**src/rtl/blr_pkg.sv**
```systemverilog
// ----------------------------------------------------------------------------
// blr_pkg
// Shared widths, constants and the stage-1 item type of the block linear
// resampler.
// ----------------------------------------------------------------------------
package blr_pkg;

	localparam int SAMPLE_W   = 16;
	localparam int FRAC_W     = 11;
	localparam int OUT_W      = 27;
	localparam int BLOCK_W    = 14;
	localparam int POS_W      = 25;
	localparam int IDX_W      = 12;
	localparam int ACC_W      = SAMPLE_W + FRAC_W + 2;
	localparam int S_TDATA_W  = 2 * SAMPLE_W;
	localparam int M_TDATA_W  = ((2 * OUT_W + 7) / 8) * 8;

	localparam logic [BLOCK_W-1:0] MIN_BLOCK   = 14'd2048;
	localparam logic [BLOCK_W-1:0] RESET_BLOCK = 14'd2500;
	localparam logic [IDX_W-1:0]   LAST_INDEX  = 12'd2047;

	typedef struct packed {
		logic signed [SAMPLE_W-1:0] prev_i;
		logic signed [SAMPLE_W-1:0] prev_q;
		logic signed [SAMPLE_W-1:0] cur_i;
		logic signed [SAMPLE_W-1:0] cur_q;
		logic [FRAC_W-1:0]          frac;
		logic                       last;
	} blr_item_t;

endpackage

```
**src/rtl/block_linear_resampler.sv**
```systemverilog
// ----------------------------------------------------------------------------
// block_linear_resampler
// Linear interpolation resampler: N input I/Q samples per block to 2048
// output samples per block.
// ----------------------------------------------------------------------------
// a result is held in the stage-1 register (counter stage), then in the output
// register (multiply stage), which drives m_tvalid; back-pressure can stall either
// throughput: one input sample per cycle while the stage-1 item is not held by
// back-pressure and no register write is pending, at most one result per sample
// reset: arst_n clears the counters, history and valid flags; in_per_block
// returns to 2500 and the first sample after reset only primes the history
module block_linear_resampler (
	input  logic                              clk,
	input  logic                              arst_n,
	input  logic                              cfg_valid,
	output logic                              cfg_ready,
	input  logic [blr_pkg::BLOCK_W-1:0]       cfg_data,   // in_per_block
	input  logic                              s_tvalid,
	output logic                              s_tready,
	input  logic [blr_pkg::S_TDATA_W-1:0]     s_tdata,    // i_sample, q_sample
	output logic                              m_tvalid,
	input  logic                              m_tready,
	output logic [blr_pkg::M_TDATA_W-1:0]     m_tdata,    // i_out, q_out, zero pad
	output logic                              m_tlast     // block_last
);

	logic               item_valid;
	logic               item_ready;
	blr_pkg::blr_item_t item;

	assign cfg_ready = 1'b1;

	blr_ctrl u_ctrl (
		.clk        (clk),
		.arst_n     (arst_n),
		.cfg_valid  (cfg_valid),
		.cfg_data   (cfg_data),
		.s_tvalid   (s_tvalid),
		.s_tready   (s_tready),
		.s_tdata    (s_tdata),
		.item_valid (item_valid),
		.item_ready (item_ready),
		.item       (item)
	);

	blr_interp u_interp (
		.clk        (clk),
		.arst_n     (arst_n),
		.item_valid (item_valid),
		.item_ready (item_ready),
		.item       (item),
		.m_tvalid   (m_tvalid),
		.m_tready   (m_tready),
		.m_tdata    (m_tdata),
		.m_tlast    (m_tlast)
	);

endmodule

```
**src/rtl/blr_ctrl.sv**
```systemverilog
// ----------------------------------------------------------------------------
// blr_ctrl
// Input side: block position counters, output scheduling and the stage-1
// register that holds the two samples and the fraction of each output.
// ----------------------------------------------------------------------------
module blr_ctrl (
	input  logic                                clk,
	input  logic                                arst_n,
	input  logic                                cfg_valid,
	input  logic [blr_pkg::BLOCK_W-1:0]         cfg_data,
	input  logic                                s_tvalid,
	output logic                                s_tready,
	input  logic [blr_pkg::S_TDATA_W-1:0]       s_tdata,
	output logic                                item_valid,
	input  logic                                item_ready,
	output blr_pkg::blr_item_t                  item
);

	logic [blr_pkg::BLOCK_W-1:0]         in_per_block_q;
	logic signed [blr_pkg::SAMPLE_W-1:0] prev_i_q;
	logic signed [blr_pkg::SAMPLE_W-1:0] prev_q_q;
	logic                                primed_q;
	logic [blr_pkg::BLOCK_W-1:0]         sample_pos_q;
	logic [blr_pkg::IDX_W-1:0]           out_index_q;
	logic [blr_pkg::POS_W-1:0]           out_pos_q;

	logic                                item_valid_s1;
	blr_pkg::blr_item_t                  item_s1;

	logic signed [blr_pkg::SAMPLE_W-1:0] cur_i;
	logic signed [blr_pkg::SAMPLE_W-1:0] cur_q;
	logic [blr_pkg::BLOCK_W-1:0]         block_len;
	logic [blr_pkg::BLOCK_W-1:0]         sample_pos_nxt;
	logic [blr_pkg::BLOCK_W:0]           base_plus1;
	logic                                hit;
	logic                                is_last;
	logic                                accept;

	assign cur_i = s_tdata[blr_pkg::SAMPLE_W-1:0];
	assign cur_q = s_tdata[2*blr_pkg::SAMPLE_W-1:blr_pkg::SAMPLE_W];

	assign block_len = (in_per_block_q < blr_pkg::MIN_BLOCK) ? blr_pkg::MIN_BLOCK
		: in_per_block_q;

	assign sample_pos_nxt = sample_pos_q + 1'b1;
	// base sample index of the next output, plus one, without wrap
	assign base_plus1 = {1'b0, out_pos_q[blr_pkg::POS_W-1:blr_pkg::FRAC_W]} + 1'b1;
	assign hit        = primed_q && (base_plus1 == {1'b0, sample_pos_nxt});
	assign is_last    = (out_index_q == blr_pkg::LAST_INDEX);

	// no sample transaction in the cycle of a register write
	assign s_tready   = (!item_valid_s1 || item_ready) && !cfg_valid;
	assign accept     = s_tvalid && s_tready;
	assign item_valid = item_valid_s1;
	assign item       = item_s1;

	always_ff @(posedge clk or negedge arst_n) begin
		if (!arst_n) begin
			in_per_block_q <= blr_pkg::RESET_BLOCK;
			prev_i_q       <= '0;
			prev_q_q       <= '0;
			primed_q       <= 1'b0;
			sample_pos_q   <= '0;
			out_index_q    <= '0;
			out_pos_q      <= '0;
		end else if (cfg_valid) begin
			in_per_block_q <= cfg_data;
			sample_pos_q   <= '0;
			out_index_q    <= '0;
			out_pos_q      <= '0;
		end else if (accept) begin
			prev_i_q <= cur_i;
			prev_q_q <= cur_q;
			if (!primed_q) begin
				primed_q     <= 1'b1;
				sample_pos_q <= '0;
				out_index_q  <= '0;
				out_pos_q    <= '0;
			end else if (sample_pos_nxt >= block_len) begin
				// block end: this sample is sample 0 of the next block
				sample_pos_q <= '0;
				out_index_q  <= '0;
				out_pos_q    <= '0;
			end else begin
				sample_pos_q <= sample_pos_nxt;
				if (hit) begin
					if (is_last) begin
						out_index_q <= '0;
						out_pos_q   <= '0;
					end else begin
						out_index_q <= out_index_q + 1'b1;
						out_pos_q   <= out_pos_q + blr_pkg::POS_W'(block_len);
					end
				end
			end
		end
	end

	always_ff @(posedge clk or negedge arst_n) begin
		if (!arst_n) begin
			item_valid_s1 <= 1'b0;
		end else if (accept) begin
			item_valid_s1 <= hit;
		end else if (item_ready) begin
			item_valid_s1 <= 1'b0;
		end
	end

	always_ff @(posedge clk) begin
		if (accept && hit) begin
			item_s1.prev_i <= prev_i_q;
			item_s1.prev_q <= prev_q_q;
			item_s1.cur_i  <= cur_i;
			item_s1.cur_q  <= cur_q;
			item_s1.frac   <= out_pos_q[blr_pkg::FRAC_W-1:0];
			item_s1.last   <= is_last;
		end
	end

	// output position is zero whenever the output index is zero
	a_pos_tracks_index: assert property (@(posedge clk) disable iff (!arst_n)
		(out_index_q == '0) |-> (out_pos_q == '0))
		else $error("output position nonzero at output index zero");

	// nothing is scheduled before the first sample
	a_unprimed_idle: assert property (@(posedge clk) disable iff (!arst_n)
		!primed_q |-> (sample_pos_q == '0 && out_index_q == '0 && !item_valid_s1))
		else $error("counters moved before priming");

	// a stalled stage-1 item is neither dropped nor changed
	a_s1_hold: assert property (@(posedge clk) disable iff (!arst_n)
		(item_valid_s1 && !item_ready) |=> (item_valid_s1 && $stable(item_s1)))
		else $error("stage-1 item lost under stall");

endmodule

```
**src/rtl/blr_interp.sv**
```systemverilog
// ----------------------------------------------------------------------------
// blr_interp
// Interpolation stage: prev*2048 + (cur-prev)*frac per channel, one
// multiplier each, into the output register.
// ----------------------------------------------------------------------------
module blr_interp (
	input  logic                              clk,
	input  logic                              arst_n,
	input  logic                              item_valid,
	output logic                              item_ready,
	input  blr_pkg::blr_item_t                item,
	output logic                              m_tvalid,
	input  logic                              m_tready,
	output logic [blr_pkg::M_TDATA_W-1:0]     m_tdata,
	output logic                              m_tlast
);

	logic signed [blr_pkg::SAMPLE_W:0]   diff_i;
	logic signed [blr_pkg::SAMPLE_W:0]   diff_q;
	logic signed [blr_pkg::FRAC_W:0]     frac_s;
	logic signed [blr_pkg::ACC_W-1:0]    prod_i;
	logic signed [blr_pkg::ACC_W-1:0]    prod_q;
	logic signed [blr_pkg::ACC_W-1:0]    sum_i;
	logic signed [blr_pkg::ACC_W-1:0]    sum_q;

	logic                                m_tvalid_q;
	logic [blr_pkg::OUT_W-1:0]           i_out_q;
	logic [blr_pkg::OUT_W-1:0]           q_out_q;
	logic                                block_last_q;

	assign diff_i = {item.cur_i[blr_pkg::SAMPLE_W-1], item.cur_i}
		- {item.prev_i[blr_pkg::SAMPLE_W-1], item.prev_i};
	assign diff_q = {item.cur_q[blr_pkg::SAMPLE_W-1], item.cur_q}
		- {item.prev_q[blr_pkg::SAMPLE_W-1], item.prev_q};
	assign frac_s = {1'b0, item.frac};
	assign prod_i = blr_pkg::ACC_W'(diff_i) * blr_pkg::ACC_W'(frac_s);
	assign prod_q = blr_pkg::ACC_W'(diff_q) * blr_pkg::ACC_W'(frac_s);

	// prev scaled by 2048 plus the weighted step
	assign sum_i = {{2{item.prev_i[blr_pkg::SAMPLE_W-1]}}, item.prev_i,
		{blr_pkg::FRAC_W{1'b0}}} + prod_i;
	assign sum_q = {{2{item.prev_q[blr_pkg::SAMPLE_W-1]}}, item.prev_q,
		{blr_pkg::FRAC_W{1'b0}}} + prod_q;

	assign item_ready = !m_tvalid_q || m_tready;

	always_ff @(posedge clk or negedge arst_n) begin
		if (!arst_n) begin
			m_tvalid_q <= 1'b0;
		end else if (item_ready) begin
			m_tvalid_q <= item_valid;
		end
	end

	always_ff @(posedge clk) begin
		if (item_ready && item_valid) begin
			i_out_q      <= sum_i[blr_pkg::OUT_W-1:0];
			q_out_q      <= sum_q[blr_pkg::OUT_W-1:0];
			block_last_q <= item.last;
		end
	end

	assign m_tvalid = m_tvalid_q;
	assign m_tlast  = block_last_q;
	assign m_tdata  = {{(blr_pkg::M_TDATA_W - 2*blr_pkg::OUT_W){1'b0}}, q_out_q, i_out_q};

endmodule

```
**config.mk**
```make
export PLATFORM = sky130hd
export DESIGN_NAME = block_linear_resampler
export DESIGN_NICKNAME = d
export VERILOG_FILES = /design/src/rtl/blr_pkg.sv /design/src/rtl/block_linear_resampler.sv /design/src/rtl/blr_ctrl.sv /design/src/rtl/blr_interp.sv
export SDC_FILE = /design/constraint.sdc
export NUM_CORES = 1
export LEC_CHECK = 0
export BUFFER_PORTS_ARGS = -buffer_cell sky130_fd_sc_hd__buf_4
export CORE_MARGIN = 2
export CORE_UTILIZATION = 50
export CTS_CLUSTER_DIAMETER = 100
export CTS_CLUSTER_SIZE = 16
export DETAILED_ROUTE_END_ITERATION = 7
export HOLD_SLACK_MARGIN = 0.03
export PLACE_DENSITY = 0.65
export SLEW_MARGIN = 20
export SYNTH_ARGS = -nofsm -noshare
export SYNTH_HDL_FRONTEND = slang
export SYNTH_SLANG_ARGS = --single-unit
```
**constraint.sdc**
```tcl
create_clock -name clk -period 22.3 [get_ports clk]
set_clock_uncertainty 0.1 [all_clocks]
set_input_delay 2.23 -clock clk [delete_from_list [all_inputs] [get_ports clk]]
set_output_delay 2.23 -clock clk [all_outputs]
set_load 0.01 [all_outputs]
```
---- Word level (Yosys, flattened, before mapping) ----
Index checks and enable logic that the tools add are counted.
storage, ports and cells
  flip-flop bits (word level) ............. 231
  logic and storage cells ................. 67
  bits of input ports ..................... 51
cells by class
  equality and inequality tests ........... 3
  $lt $le $gt $ge ......................... 2
  $mul .................................... 2
  mux-type cells .......................... 19
  $add $sub $neg .......................... 8
  bitwise logic cells ..................... 1
  reductions and logical operators ........ 14
operators by type and width
  operator                                                      number
  two-way mux 25 bit                                            6
  two-way mux 12 bit                                            6
  two-way mux 14 bit                                            5
  adder 27 bit                                                  2
  multiplier 17 x 12 -> 27 bit                                  2
  subtractor 16 x 16 -> 17 bit                                  2
  adder 25 x 14 -> 25 bit                                       1
  adder 14 x 1 -> 15 bit, second input constant                 1
  == test 15 x 14 -> 1 bit                                      1
  adder 14 x 1 -> 14 bit, second input constant                 1
  >= comparator 14 bit                                          1
  less-than comparator 14 x 12 -> 1 bit, second input constant  1
  adder 12 x 1 -> 12 bit, second input constant                 1
  == test 12 x 11 -> 1 bit, second input constant               1
  logical AND 1 bit                                             5
  inequality test 4 bit, second input constant                  1
  AND reduction 2 bit                                           2
  nonzero test 2 bit                                            2
  zero test 1 bit                                               3
  logical OR 1 bit                                              2
  two-way mux 1 bit                                             2
  inverter 1 bit                                                1

---- Longest topological paths before layout ----
  depth after elaboration ................. 9
  gate-level depth with buffers ........... 32
  depth with buffers taken out ............ 31

---- Hierarchy ----
Synthesis repeated with hierarchy kept, for this count alone.
unflattened totals
  cell total of the unflattened synthesis .. 2787
  area, all modules ....................... 26685.6 µm²
modules (own cells, without submodules)
  module                  instances  cells an instance  area an instance (µm²)  sequential area each (µm²)
  blr_interp              1          2107               18526.5                 1676.6
  blr_ctrl                1          678                8147.8                  4765.8
  block_linear_resampler  1          2                  11.3                    0.0

---- Worst setup path before layout ----
OpenSTA, ideal clock, no wires.
  kind .................................... register to register
  from .................................... register u_ctrl.item_s1, in the netlist u_ctrl.item[46]
  to ...................................... register u_interp.q_out_q[26] (netlist bit) (data pin)
  clock period less this slack ............ 7.663 ns
  setup slack ............................. 14.637 ns
  path buffers ............................ 1
  setup time .............................. 0.271 ns
  arrival time ............................ 7.292 ns
  cell stages (with the launch flop) ...... 29
  path through ............................ edfxtp_1 -> inv_1 -> ha_1 -> nor2b_1 -> o21ai_0 -> a21oi_1 -> nand3b_1 -> and3_1 -> a31o_2 -> o21ai_0 -> a21o_1 -> clkbuf_1 -> nand2_1 -> fa_1 -> fa_1 -> inv_1 -> fa_1 -> fa_1 -> inv_1 -> fa_1 -> inv_1 -> ha_1 -> a2111oi_0 -> and2_1 -> o41ai_1 -> o21ai_0 -> nor2_1 -> a2111oi_0 -> xnor2_1
on the way
  longest elaborated chain between the ends .. 3
RTL lines
  what                          line              RTL
  from (decl)                   blr_ctrl.sv:28    blr_pkg::blr_item_t item_s1;
  subtractor 16 x 16 -> 17 bit  blr_interp.sv:34  - {item.prev_q[blr_pkg::SAMPLE_W-1], item.prev_q};
  multiplier 17 x 12 -> 27 bit  blr_interp.sv:37  assign prod_q = blr_pkg::ACC_W'(diff_q) * blr_pkg::ACC_W'(frac_s);
  adder 27 bit *                blr_interp.sv:43  {blr_pkg::FRAC_W{1'b0}}} + prod_q;
  net u_interp.sum_q, one bit   blr_interp.sv:24  logic signed [blr_pkg::ACC_W-1:0] sum_q;
  to (signal assigned)          blr_interp.sv:58  q_out_q <= sum_q[blr_pkg::OUT_W-1:0];
  to (decl)                     blr_interp.sv:28  logic [blr_pkg::OUT_W-1:0] q_out_q;
The timed path passes the listed nets; every way through them passes the cells marked *.
A chain may end at the register's enable or synchronous reset.

---- Final worst setup path ----
  from .................................... register u_ctrl.item_s1, in the netlist u_ctrl.item[45]
  to ...................................... register u_interp.q_out_q[26] (netlist bit) (data pin)
Same word-level chain as after synthesis.

==> impl_metrics.ini <==
[outcome]
status = complete, no violations

[clock_tree]
cts_setup_buffers = 0
cts_resized = 0
htree_num_levels = 1
cts_tree = done
cts_root_buffer = clkbuf_16
cts_sinks = 231
cts-buffers-inserted = 19
cts.path.max_buffers = 3
clkLatencyLatePin_ps = 530
clkTransAtPathRegs_ps = 70
ctsHoldBuffers = 0

[finish]
final_area_um2 = 27630
layout_common_cells = 550 x inv_1, 353 x fa_1, 336 x nand2_1
synthToLayoutAreaGrowth_pct = 8.050
drive_gt1_share_pct = 7.224
antenna_cells = 0
fillers = 4491
nets = 3317
register_area_um2 = 6442
final_common_cell = inv_1
multi_input_area_um2 = 16710

[grt]
grt_usage_pct = 22.24
antenna_found_initial = 3
grt_pass1_vias = 19011
grt_pass1_wl_um = 94970
gr-total-overflow = 0
grt_max_degree = 78

[die]
die_y_um = 230.1
die_x_um = 230.1
num_rows = 82
ioPinCount = 111
start_util_pct = 50.86
die_area_um2 = 52960
core-area_um2 = 50270

[setup_path]
crit_path_start_kind = flop
crit_fanout = 11
cp_data_required_time_ps = 22470
critical_path_class = reg2reg
cp.arrival_ps = 8910
endpoint_kind = flop

[logic_synthesis]
yosys.area.top_type = fa_1
syn_inst = 2655
synth_async_sr_flop_share_pct = 43.29
synth-seq-cells = 231
synth_top_area_share_pct = 27.64
syn-cell-area_um2 = 25570
ys_types = 66
ys_seq_area_share_pct = 25.20
synth_area_leaders = fa_1 28%, edfxtp_1 15%, ha_1 9.7%, dfrtp_1 9.3%, inv_1 8.1%
avgSynthCellArea_um2 = 9.630
synth-edff-count = 131
synth_ff_type = edfxtp_1
ys.warnings.count = 0

[drt]
via_per_inst = 5.188
drtIter0Drc = 918
drc = 0
drt_wl_total_um = 56140
wire_per_inst_um = 16.52
dr_total_vias = 17635
first_pass_iters = 7
ant_nets = 0

[timing]
setup_viol = 0
slew_headroom_pct = 23.37
fin_ws_ps = 13560
worst_pin_slew_ps = 1146
hold_violations = 0
rsz0062_at_grt = no
timing.setup.tns_ps = 0
period_minus_slack_ps = 8739
max_freq_mhz = 114.4
drv_slew = 0
fin_crit_sh_pct = 39.19

[placement]
place_ws_ps = 13600
portBuffers = 107
placed_cell_area_um2 = 27040
gp_congestion = 0.8704
hpwlAfterDp_um = 44260

[min_path]
hold_class = reg2reg

[flow_run]
cap_violations = 0
layout make-up:
cell class,instances,share of cell area (%)
Clock buffer,28,1.880
Timing Repair Buffer,133,3.628
Clock inverter,6,0.1495
Sequential cell,231,23.32
Multi-Input combinational cell,1778,60.49
Tap cell,672,3.043
Inverter,551,7.491
metal layers:
layer  global-route usage [%]  wire length (um)
met1                    28.43             23890
met2                    39.77             28470
met3                    3.125              2374
met4                    5.423              1376
met5                        0                33
critical path: stages (launching register included):
cell       delay [ps]
edfxtp_1          420
inv_1             120
ha_1              230
nor2b_1           120
o21ai_0           220
a21boi_0          150
o21ai_0           370
a211oi_1          190
o31ai_1           330
a21boi_0          160
xor2_1            690
and2_1            240
fa_1              430
fa_1              480
fa_1              530
fa_1              550
inv_1              50
fa_1              520
inv_1              40
ha_1              330
a2111oi_0         870
nand3_1           160
o21ai_0           350
nor2_1             80
a2111oi_0         630
xnor2_1           120
state kept, by name, indices dropped and copies added, names as in the netlist:
signal                 count
u_ctrl.item               76
u_interp.i_out_q          27
u_interp.q_out_q          27
u_ctrl.out_pos_q          25
u_ctrl.prev_i_q           16
u_ctrl.prev_q_q           16
u_ctrl.in_per_block_q     14
u_ctrl.sample_pos_q       14
u_ctrl.out_index_q        12
u_ctrl.item_valid          1
u_ctrl.primed_q            1
u_interp.m_tlast           1
u_interp.m_tvalid          1
final timing paths:
check	endpoint	slack, ps	depth (start not counted)	startpoint
max in group asynchronous	u_ctrl.out_pos_q[1]	19580	2	arst_n
worst min register to register	u_interp.m_tlast	340	0	u_ctrl.item[0]
worst min-delay path	u_interp.m_tlast	340	0	u_ctrl.item[0]
worst max register to register	u_interp.q_out_q[26]	13560	25	u_ctrl.item[45]
worst max-delay path	u_interp.q_out_q[26]	13560	25	u_ctrl.item[45]
min in group asynchronous	u_ctrl.out_index_q[9]	1510	1	arst_n
kinds of logic after synthesis:
kind of cell / count (synthesis) / synth area share (%)
buf+inv: 647 / 9.572
fa+ha+maj: 552 / 37.38
mux: 12 / 0.5285
compound gates: 262 / 6.797
other cells: 2 / 0.02937
simple gates: 808 / 15.62
flops: 231 / 25.20
xor+xnor: 141 / 4.884
cells in the mapped netlist, types with 4 or more instances:
master	number
buf_4	4
edfxtp_1	131
xnor2_1	105
o21ai_0	62
a22o_1	15
nor3_1	35
or2_2	6
o21bai_1	8
ha_1	199
a21boi_0	8
fa_1	353
dfrtp_1	95
clkbuf_1	89
o31a_1	5
o21a_1	18
nand3_1	33
o211ai_1	5
dfstp_2	5
o31ai_1	16
mux2_2	12
nor2_1	78
a21oi_1	52
a21o_1	24
nand2_1	337
nand2b_1	27
a211o_1	6
and3_1	16
nor2b_1	45
nand4_1	17
a31oi_1	6
a211oi_1	7
a2111oi_0	5
and2_1	175
xor2_1	35
or3_1	14
inv_1	551
nor4_1	8
o22ai_1	4
through the flow:
| step | hold WS, ps | utilization (%) | std cells |
|---|---|---|---|
| after floorplan | 300.3 | - | 2656 |
| after global placement | 321.7 | 53.78 | 3365 |
| after detailed placement | 323.6 | 53.78 | 3365 |
| after CTS | 337.4 | 54.90 | 3399 |
| after global routing | 346.9 | 54.95 | 3399 |
| final | 335.3 | 54.95 | 3399 |
Power is not shown: default switching activity piles up to over one toggle a cycle in this logic, so the estimate is an artifact.
